## src/hdl/lsfb_pkg.sv

```systemverilog
// Shared types and constants for the LED strip frame buffer serializer.
`timescale 1ns / 1ps

package lsfb_pkg;

  localparam int unsigned LED_COUNT    = 128;
  localparam int unsigned LED_AW       = $clog2(LED_COUNT);
  localparam int unsigned LED_CW       = LED_AW + 1;
  localparam int unsigned BITS_PER_LED = 24;
  localparam int unsigned BIT_CW       = 5;
  localparam int unsigned TICK_W       = 16;
  localparam int unsigned COLOR_W      = 8;
  localparam int unsigned WORD_W       = 3 * COLOR_W;
  localparam int unsigned FUNC_W       = 3;
  localparam int unsigned CFG_IDX_W    = 3;
  localparam int unsigned CFG_DATA_W   = 16;
  localparam int unsigned IN_DATA_W    = 48;
  localparam int unsigned OUT_DATA_W   = 8;

  localparam logic [7:0]  RST_ZERO_HIGH  = 8'd8;
  localparam logic [7:0]  RST_ONE_HIGH   = 8'd16;
  localparam logic [7:0]  RST_PERIOD     = 8'd25;
  localparam logic [15:0] RST_RESET_LOW  = 16'd200;
  localparam logic [7:0]  RST_ACTIVE     = 8'd10;

  typedef enum logic [FUNC_W-1:0] {
    FN_FILL    = 3'd0,
    FN_ROT_R   = 3'd1,
    FN_ROT_L   = 3'd2,
    FN_BLANK   = 3'd3,
    FN_RESTORE = 3'd4,
    FN_SHOW    = 3'd5,
    FN_TICK    = 3'd6
  } func_e;

  typedef enum logic [CFG_IDX_W-1:0] {
    CFG_ZERO_HIGH = 3'd0,
    CFG_ONE_HIGH  = 3'd1,
    CFG_PERIOD    = 3'd2,
    CFG_RESET_LOW = 3'd3,
    CFG_ACTIVE    = 3'd4
  } cfg_idx_e;

  typedef enum logic [1:0] {
    PH_IDLE  = 2'd0,
    PH_RESET = 2'd1,
    PH_BITS  = 2'd2
  } phase_e;

  typedef enum logic [2:0] {
    ST_IDLE,
    ST_FILL,
    ST_WALK_RD,
    ST_WALK_WR,
    ST_WALK_FIN,
    ST_TICK_RD,
    ST_TICK_EX
  } ctrl_state_e;

  typedef struct packed {
    logic  load;
    func_e op;
    logic  fill_step;
    logic  walk_rd;
    logic  walk_wr;
    logic  walk_fin;
    logic  show;
    logic  tick_rd;
    logic  tick_ex;
  } lsfb_cmd_t;

  typedef struct packed {
    logic range_ok;
    logic fill_done;
    logic walk_end;
    logic out_free;
  } lsfb_status_t;

endpackage

```

## src/hdl/lsfb_ctrl.sv

```systemverilog
// Command sequencer for the frame store and the line serializer.
`timescale 1ns / 1ps

module lsfb_ctrl
  import lsfb_pkg::*;
(
  input  logic         clk_i,
  input  logic         rst_ni,
  input  logic         in_valid_i,
  output logic         in_ready_o,
  input  func_e        in_func_i,
  input  lsfb_status_t status_i,
  output lsfb_cmd_t    cmd_o
);

  ctrl_state_e state_q, state_d;
  func_e       op_q, op_d;

  always_ff @(posedge clk_i or negedge rst_ni) begin
    if (!rst_ni) begin
      state_q <= ST_IDLE;
      op_q    <= FN_FILL;
    end else begin
      state_q <= state_d;
      op_q    <= op_d;
    end
  end

  always_comb begin
    state_d    = state_q;
    op_d       = op_q;
    in_ready_o = 1'b0;
    cmd_o      = '0;
    cmd_o.op   = op_q;
    case (state_q)
      ST_IDLE: begin
        in_ready_o = 1'b1;
        if (in_valid_i) begin
          cmd_o.load = 1'b1;
          op_d       = in_func_i;
          case (in_func_i)
            FN_FILL: state_d = ST_FILL;
            FN_ROT_R, FN_ROT_L, FN_BLANK, FN_RESTORE: begin
              if (status_i.range_ok) state_d = ST_WALK_RD;
            end
            FN_SHOW: cmd_o.show = 1'b1;
            FN_TICK: state_d = ST_TICK_RD;
            default: state_d = ST_IDLE;
          endcase
        end
      end
      ST_FILL: begin
        if (status_i.fill_done) begin
          state_d = ST_IDLE;
        end else begin
          cmd_o.fill_step = 1'b1;
        end
      end
      ST_WALK_RD: begin
        cmd_o.walk_rd = 1'b1;
        state_d       = ST_WALK_WR;
      end
      ST_WALK_WR: begin
        cmd_o.walk_wr = 1'b1;
        if (status_i.walk_end) begin
          if (op_q == FN_ROT_R || op_q == FN_ROT_L) begin
            state_d = ST_WALK_FIN;
          end else begin
            state_d = ST_IDLE;
          end
        end else begin
          state_d = ST_WALK_RD;
        end
      end
      ST_WALK_FIN: begin
        cmd_o.walk_fin = 1'b1;
        state_d        = ST_IDLE;
      end
      ST_TICK_RD: begin
        cmd_o.tick_rd = 1'b1;
        state_d       = ST_TICK_EX;
      end
      ST_TICK_EX: begin
        cmd_o.tick_rd = 1'b1;
        if (status_i.out_free) begin
          cmd_o.tick_ex = 1'b1;
          state_d       = ST_IDLE;
        end
      end
      default: state_d = ST_IDLE;
    endcase
  end

`ifndef SYNTHESIS
  a_tick_needs_slot: assert property (@(posedge clk_i) disable iff (!rst_ni)
    cmd_o.tick_ex |-> status_i.out_free)
    else $error("tick result issued while output slot busy");

  a_fill_in_bounds: assert property (@(posedge clk_i) disable iff (!rst_ni)
    cmd_o.fill_step |-> !status_i.fill_done)
    else $error("fill write issued past its run");

  a_fin_after_walk: assert property (@(posedge clk_i) disable iff (!rst_ni)
    cmd_o.walk_fin |-> ($past(state_q) == ST_WALK_WR && $past(status_i.walk_end)))
    else $error("rotate wrap-around write without finished walk");
`endif

endmodule

```

## config.mk

```make
export PLATFORM = sky130hd
export DESIGN_NAME = lsfb_ctrl
export DESIGN_NICKNAME = d
export VERILOG_FILES = /design/src/hdl/lsfb_pkg.sv /design/src/hdl/lsfb_ctrl.sv
export SDC_FILE = /design/constraint.sdc
export NUM_CORES = 1
export LEC_CHECK = 0
export BUFFER_PORTS_ARGS = -buffer_cell sky130_fd_sc_hd__buf_2
export CORE_AREA = 5 5 42 44
export CTS_BUF_LIST = sky130_fd_sc_hd__clkbuf_8
export DETAILED_ROUTE_END_ITERATION = 8
export DIE_AREA = 0 0 47 49
export GPL_TIMING_DRIVEN = 0
export SYNTH_ARGS = -nofsm -noshare
export SYNTH_HDL_FRONTEND = slang
export SYNTH_SLANG_ARGS = --single-unit
```

## constraint.sdc

```tcl
create_clock -name clk_i -period 2.7 [get_ports clk_i]
set_clock_uncertainty 0.15 [all_clocks]
set_input_delay 0 -clock clk_i [delete_from_list [all_inputs] [get_ports clk_i]]
set_output_delay 0 -clock clk_i [all_outputs]
set_load 0.05 [all_outputs]
```

== Yosys cells after proc, flatten, opt, wreduce, memory -nomap -nowiden ==
Index checks and enable logic that the tools add are counted.

* Register bits: 6
* Output and inout port bits: 12
* Logic and storage cells: 50

* Equality and inequality tests: 19
* Multiplexer cells: 22
* Reduce and logical (&&, ||, !) cells: 7

{| class="wikitable"
|+ Operators with widths
! kind !! count
|-
| == test 3 bit, second input constant || 6
|-
| two-way mux 3 bit || 6
|-
| case mux 3 bit (6 select lines) || 1
|-
| == test 3 x 2 -> 1 bit, second input constant || 5
|-
| two-way mux 1 bit || 14
|-
| case mux 3 bit (4 select lines) || 1
|-
| == test 3 x 1 -> 1 bit, second input constant || 3
|-
| inequality test 2 bit, second input constant || 4
|-
| logical NOT 3 bit || 2
|-
| AND reduction 5 bit || 1
|-
| OR reduction 4 bit || 1
|-
| inequality test 3 bit, second input constant || 1
|-
| AND reduction 2 bit || 1
|-
| OR reduction 2 bit || 1
|-
| logical OR 1 bit || 1
|}

== Depth between registers and ports, before layout ==
Gate-level depths: netlist of run 1.

* Depth after elaboration: 5
* Depth in mapped cells: 6
* Mapped depth without buffers: 4

== Worst setup path before layout of run 1 ==
Ideal clock, no wire load.

* Path kind: flip-flop to output port
* Start: reg state_q[1]
* End: out cmd_o[2] (netlist bit)
* Arrival time: 1.912 ns
* Required time: 2.550 ns
* Slack: 0.638 ns
* Cell stages (with the launch flop): 6
* Path buffers: 2
* Cells stage by stage: dfrtp_1 > buf_6 > nor3_4 > and2_1 > buf_6 > and4b_1

{| class="wikitable"
|+ RTL lines
! what !! RTL line !! RTL
|-
| start, declared || lsfb_ctrl.sv:16 || <nowiki>ctrl_state_e state_q, state_d;</nowiki>
|-
| start signal, assigned || lsfb_ctrl.sv:24 || <nowiki>state_q <= state_d;</nowiki>
|-
| end, declared || lsfb_ctrl.sv:13 || <nowiki>output lsfb_cmd_t cmd_o</nowiki>
|}

== Worst setup path after layout of run 1 ==
* Start: in in_func_i[2]
* End: reg state_q[2]

* Word-level cells in the longest chain between the ends: 5
* Elaborated cells on any way between the ends: 14
* Classes of those cells: eq/ne (8); mux (3); reduce/logical (3)

{| class="wikitable"
|+ RTL lines
! what !! RTL line !! RTL
|-
| start, declared || lsfb_ctrl.sv:11 || <nowiki>input func_e in_func_i,</nowiki>
|-
| == test 3 x 1 -> 1 bit (tied with other cells) || lsfb_ctrl.sv:41 || <nowiki>case (in_func_i)</nowiki>
|-
| OR reduction 4 bit || lsfb_ctrl.sv:41 ||
|-
| case mux 3 bit (4 select lines) || lsfb_ctrl.sv:41 ||
|-
| two-way mux 3 bit || lsfb_ctrl.sv:38 || <nowiki>if (in_valid_i) begin</nowiki>
|-
| case mux 3 bit (6 select lines) || lsfb_ctrl.sv:35 || <nowiki>case (state_q)</nowiki>
|}

Several ways; a longest one is shown, not always the timed one. The select of a mux whose other input is x is not followed.
A chain may end at the register's enable or synchronous reset.

==> results.md, run 1 <==
* Status: complete, no violations
* Setup TNS at 0 ps
* Fin crit share at 72.23%
* Post-Syn Area at 476.7 um^2
* Crit Reg-Reg Startpoint: state_q[1]
* Syn_nets at 57
* Root Driver: clkbuf_8
* R2R cell count at 5
* Distinct cells, synth at 25
* Reg area at 150.1 um^2
* Die area at 0.002303 mm^2
* Clock Path Buffers at 2
* Core ar. at 0.001401 mm^2
* Worst-path clk slew at 30 ps
* Hold EP: state_q[1]
* Most common cell in the netlist: dfrtp_1
* GRT Util Overall at 11.99%
* Yosys reg bits at 6
* Critical path required time at 2650 ps
* DPL Wire Length at 826.6 um
* Post-synth EDFFs at 0
* DRT Wirelength at 1.159 mm
* Num CTS Buffers at 3
* Reg-to-reg setup timing slack at 790 ps
* Static leakage at 0.0003612 uW
* Drt pass-1 iters at 3
* Area Growth Syn to Fin at 52.76%
* Fmax at 0.5128 GHz
* Peak VDD IR at 0.6160 mV
* Syn. warnings at 0
* Largest net degree at the start of global routing at 11
* Number of global-route vias before repair at 486
* Nets at 91
* TritonCTS clock tree: done
* Initial Util at 34.02%
* Crit Reg-Reg Endpoint: state_q[2]
* Fillers at 130
* Die H at 49 um
* IO Count at 22
* Worst-Skew Late Latency at 220 ps
* Synth async-reset ratio at 100.0%
* Hold wc startpoint: status_i[0]
* Final Setup Violations at 0
* Setup CP Type: in -> reg
* Global-route wire length before repair at 2.021 mm
* Hold Crit Class: in -> reg
* CP startpoint kind: input port
* ANT cells at 0
* Worst hold slack at 48.77 ps
* 1st-iter DRT viols at 6
* Final hold violation count at 0
* Post-route ant nets at 0
* Ys flop type: dfrtp_1
* Row cnt at 14
* Post-synth top area share at 31.50%
* Max-Cap Viols at 0
* GRT overflow at 0
* Register area share after synthesis at 31.50%
* Pwr per Cell Area at 1161 mW/mm^2
* Mean Syn Cell Area at 10.14 um^2
* H-Tree Depth at 1
* CP Max Fanout at 7
* Tightest Pin Transition at 280.1 ps
* Synth cell count leaders: 6 x dfrtp_1, 4 x and2_1, 4 x nor2_1
* Most area-consuming cells after synthesis: dfrtp_1 31%, mux2_4 9.4%, xor2_1 5.5%
* RSZ-0062 raised after global routing: false
* WP data arrival at 1900 ps
* Num Clock Sinks at 6
* Multi-input combinational cell area at 289.0 um^2
* Slew HR at 81.16%
* DR WL/cell at 12.20 um
* Die Width at 47 um
* Gate Count Post-Synth at 47
* Critical path endpoint category: flop
* Final Max Tran Viols at 0
* Remaining routing DRC violations at 0
* Hold Path Depth at 4
* Post-route minimum period at 1950 ps
* Vias/cell at 4.926
* Share of post-route cells with drive strength above 1 at 43.04%
* DR vias at 468
* Gpl congestion at 0.7544
* Initial antenna violation count at 0
* Port Buf Inserts at 20
* Largest area contributor in the netlist: dfrtp_1
-- logic make-up after synthesis --
| kind of cell | share of synthesized area (%) |
|---|---|
| AND/OR/NAND/NOR | 33.60 |
| AO/OA/AOI/OAI | 8.137 |
| flip-flops | 31.50 |
| buffers and inverters | 7.873 |
| XOR/XNOR | 7.350 |
| multiplexers | 11.55 |
-- layout make-up --
type                    instances  area share [%]
well taps                      16           2.749
multi-input cells              36           39.69
clock buffers                   3           5.670
flip-flops and latches          6           20.62
plain buffers                   5           5.155
repair buffers                 29           26.12
-- layer usage --
metal	share of wire (%)	GRT usage, %	vias up
li1	-	-	236
met2	55	19.23	9
met4	0	6.912	0
met3	3.8	2.214	0
met5	0	0	-
met1	42	14.19	223
-- cells in the final DEF (no fill, tap or decap), drive strengths merged, types with 2 or more instances in the layout --
cell	n
and4b	2
nand4b	2
dlygate4sd3	9
mux2	3
and2	4
o21ai	2
buf	25
clkbuf	3
nor3	2
nand3	2
nor2	4
xor2	3
dfrtp	6
-- registers in the layout, summed over array words and instances, names as in the netlist --
signal   flops
op_q         3
state_q      3
-- timing repair --
item / in CTS / in global routing
hold endpoints to repair: 12 / 0
buffers inserted: 0 / 0
hold buffers: 9 / 0
resized for setup: 0 / 0
-- critical path: stages --
cell and delay, ps:
dlygate4sd3_1 520, buf_2 190, mux2i_1 190, o21ai_0 100, a21boi_0 280, a31oi_1 70, dlygate4sd3_1 560
-- power breakdown --
part           switching (uW)  internal, uW
combinational             359           192
clock                    35.4          95.5
sequential               32.9           131
-- per-stage QoR --
step	instances	power, uW	cell area, um^2	utilization (%)	worst slack (ps)
2_1_floorplan	47	596.3	476.7	-	638.3
3_3_place_gp	83	701.0	596.8	42.59	1119
3_5_place_dp	83	704.9	596.8	42.59	1123
4_1_cts	95	850.5	728.2	51.96	768.3
5_1_grt	95	895.7	728.2	51.96	606.6
6_report	95	845.1	728.2	51.96	749.9
-- how the worst max path moves through the flow --
| stage | slack (ps) | end | cells after the start | startpoint |
|---|---|---|---|---|
| final | 750 | state_q[2] | 7 | in_func_i[2] |
| after global routing | 610 | state_q[2] | 7 | in_func_i[2] |
| after CTS | 770 | state_q[2] | 7 | in_func_i[2] |
| after detailed placement | 1120 | cmd_o[2] | 6 | state_q[1] |
| after global placement | 1120 | cmd_o[2] | 6 | state_q[1] |
| after floorplan | 640 | cmd_o[2] | 5 | state_q[1] |
Note: power is estimated with default switching activity, not from simulation.
==> run 2: changes to the inputs <==
- ABC_AREA: default -> 1
- clock period: 2.7 -> 2 ns (I/O delays scaled with it)
==> results.md, run 2 <==
* Slew HR at 83.18% (+2.0 points)
* Hold Crit Class: in -> reg
* Die Width at 47 um (unchanged)
* Nets at 119 (+31%)
* Worst-Skew Late Latency at 220 ps (about the same)
* Most frequent cells in the layout: 21 x nand2_1, 21 x buf_2, 11 x dlygate4sd3_1
* Setup TNS at 0 ps (unchanged)
* CP startpoint kind: flop
* Largest net degree at the start of global routing at 9 (-2)
* Ys flop type: dfrtp_1
* Synth async-reset ratio at 100.0% (unchanged)
* Syn. warnings at 0 (unchanged)
* RSZ-0062 raised after global routing: false
* Port Buf Inserts at 21 (+5.0%)
* Num CTS Buffers at 3 (unchanged)
* Pwr per Cell Area at 1465 mW/mm^2 (+26%)
* Worst-path clk slew at 30 ps (about the same)
* Final hold violation count at 0 (unchanged)
* Setup CP Type: reg -> reg
* Remaining routing DRC violations at 0 (unchanged)
* Row cnt at 14 (unchanged)
* DR WL/cell at 9.350 um (-23%)
* Most common cell in the netlist: nand2_1
* Die H at 49 um (unchanged)
* Drt pass-1 iters at 4 (+1)
* Clock Path Buffers at 2 (unchanged)
* Num Clock Sinks at 6 (unchanged)
* Share of post-route cells with drive strength above 1 at 29.91% (-13 points)
* CP peak stage delay at 560 ps (about the same)
* ANT cells at 0 (unchanged)
* Core ar. at 0.001401 mm^2 (unchanged)
* Worst-path cell chain: buf_6 -> nor2_1 -> nand2_2 -> inv_4 -> nand3b_2 -> nand3_1 -> nand2_1 -> dlygate4sd3_1
* Yosys reg bits at 6 (unchanged)
* Status: complete, no violations
* Multi-input combinational cell area at 245.2 um^2 (-15%)
* GRT overflow at 0 (unchanged)
* H-Tree Depth at 1 (unchanged)
* Critical path required time at 1940 ps (-710 ps)
* Fillers at 148 (+14%)
* Fin crit share at 94.70%
* IO Count at 22 (unchanged)
* DRT Wirelength at 1.150 mm (-0.78%)
* GRT Util Overall at 10.91% (-1.1 points)
* Distinct cells, synth at 16 (-36%)
* TritonCTS clock tree: done
* Initial Util at 32.23% (-1.8 points)
* Static leakage at 0.0004571 uW (+27%)
* Crit-path slowest cell: dlygate4sd3_1
* Gate Count Post-Synth at 72 (+53%)
* 1st-iter DRT viols at 10 (+4)
* Register area share after synthesis at 33.24% (+1.7 points)
* Global-route wire length before repair at 1.869 mm (-7.5%)
* Critical path endpoint category: flop
* DPL Wire Length at 870 um (+5.3%)
* Final Max Tran Viols at 0 (unchanged)
* Syn_nets at 82 (+44%)
* Vias/cell at 4.407 (-11%)
* Final Setup Violations at 0 (unchanged)
* Area Growth Syn to Fin at 61.77%
* Post-route ant nets at 0 (unchanged)
* Total power at 1070 uW (+27%)
* Post-route minimum period at 1894 ps
* Most area-consuming cells after synthesis: dfrtp_1 33%, nand2_1 18%, nand3_1 11%
* WP data arrival at 1830 ps (-70 ps)
* Largest area contributor in the netlist: dfrtp_1
* Initial antenna violation count at 0 (unchanged)
* Fmax at 0.5280 GHz
* Number of global-route vias before repair at 473 (-2.7%)
* Die area at 0.002303 mm^2 (unchanged)
* Gpl congestion at 0.7891 (+4.6%)
* Mean Syn Cell Area at 6.273 um^2 (-38%)
* Post-CTS Setup Bufs at 0 (unchanged)
* Max-Cap Viols at 0 (unchanged)
* Post-synth EDFFs at 0 (unchanged)
* Post-Syn Area at 451.7 um^2 (-5.2%)
* Top flop regs: op_q: 3 flops, state_q: 3 flops
* Tightest Pin Transition at 251.5 ps (-28.60 ps)
* CP Max Fanout at 8 (+1)
* Peak VDD IR at 0.7522 mV (+22%)
* Synth cell count leaders: 22 x nand2_1, 10 x nand3_1, 9 x inv_1, 9 x nor2_1, 6 x dfrtp_1
* Post-synth top area share at 33.24% (+1.7 points)
* Reg area at 150.1 um^2 (unchanged)
* Root Driver: clkbuf_8
* DR vias at 542 (+16%)
==> run 2: cell count changes after synthesis, moves of 2 or more <==
cell,before,now
o21ai_0,2,4
nand2_1,0,22
xor2_1,3,0
mux2_4,3,0
inv_1,0,9
inv_2,0,2
buf_2,3,0
and4b_1,2,0
and2_1,4,1
nand3_1,2,10
nor2_1,4,9
nand4b_1,2,0
==> run 2: worst max-delay path: cells and delay by family, from the launching register on <==
family        cells  cell delay [ps]
buf+inv           3              790
simple gates      5              460
flops             1              360
==> run 2: worst paths after layout <==
| path | to | slack, ps | startpoint | depth (start not counted) |
|---|---|---|---|---|
| worst max-delay path | state_q[0] | 110 | state_q[1] | 8 |
| worst min-delay path | state_q[2] | 5 | status_i[3] | 4 |
| worst max register to register | state_q[0] | 110 | state_q[1] | 8 |
| worst min register to register | state_q[2] | 550 | state_q[0] | 3 |
| max in group asynchronous | op_q[2] | 930 | rst_ni | 3 |
| min in group asynchronous | state_q[1] | 570 | rst_ni | 3 |
==> run 2: layout make-up <==
cell class	instances	area share (%)
multi-input cells	53	33.56
plain buffers	1	1.541
repair buffers	32	29.45
clock buffers	3	5.651
flip-flops and latches	6	20.55
well taps	16	2.740
inverters	12	6.507
==> run 2: through the flow <==
| step | cell area, um^2 | worst slack [ps] | instances | hold WS, ps | util [%] |
|---|---|---|---|---|---|
| 6_report | 730.7 | 105.9 | 123 | 4.652 | 52.14 |
| 4_1_cts | 728.2 | 123.5 | 123 | 3.637 | 51.96 |
| 3_3_place_gp | 576.8 | 636.1 | 109 | -328.2 | 41.16 |
| 3_5_place_dp | 576.8 | 636.8 | 109 | -326.4 | 41.16 |
| 2_1_floorplan | 451.7 | 255.2 | 72 | -445.6 | - |
| 5_1_grt | 730.7 | 6.734 | 123 | 38.85 | 52.14 |
==> run 2: power by group <==
| part | internal [uW] | switching (uW) | total (uW) |
|---|---|---|---|
| Clock | 129 | 45.4 | 174 |
| Combinational | 215 | 465 | 680 |
| Sequential | 170 | 46.2 | 216 |
==> run 2: kinds of logic (layout without fill, tap and decap cells) <==
logic type,Yosys count,count (layout),share of synthesized area [%]
buf+inv,13,48,13.02
compound gates,6,6,6.648
simple gates,47,47,47.09
flops,6,6,33.24
==> run 2: routing by layer <==
metal / global-route usage (%) / routed length (um)
met5: 0 / 0
met2: 17.65 / 588
met4: 5.530 / 0
met1: 13.68 / 505
met3: 1.107 / 56
==> run 2: timing repair <==
| item | in CTS | in global routing |
|---|---|---|
| hold buffers | 11 | 0 |
| endpoints found under the setup margin | 0 | 2 |
| endpoints found under the hold margin | 12 | 0 |
| gates resized for setup | 0 | 1 |
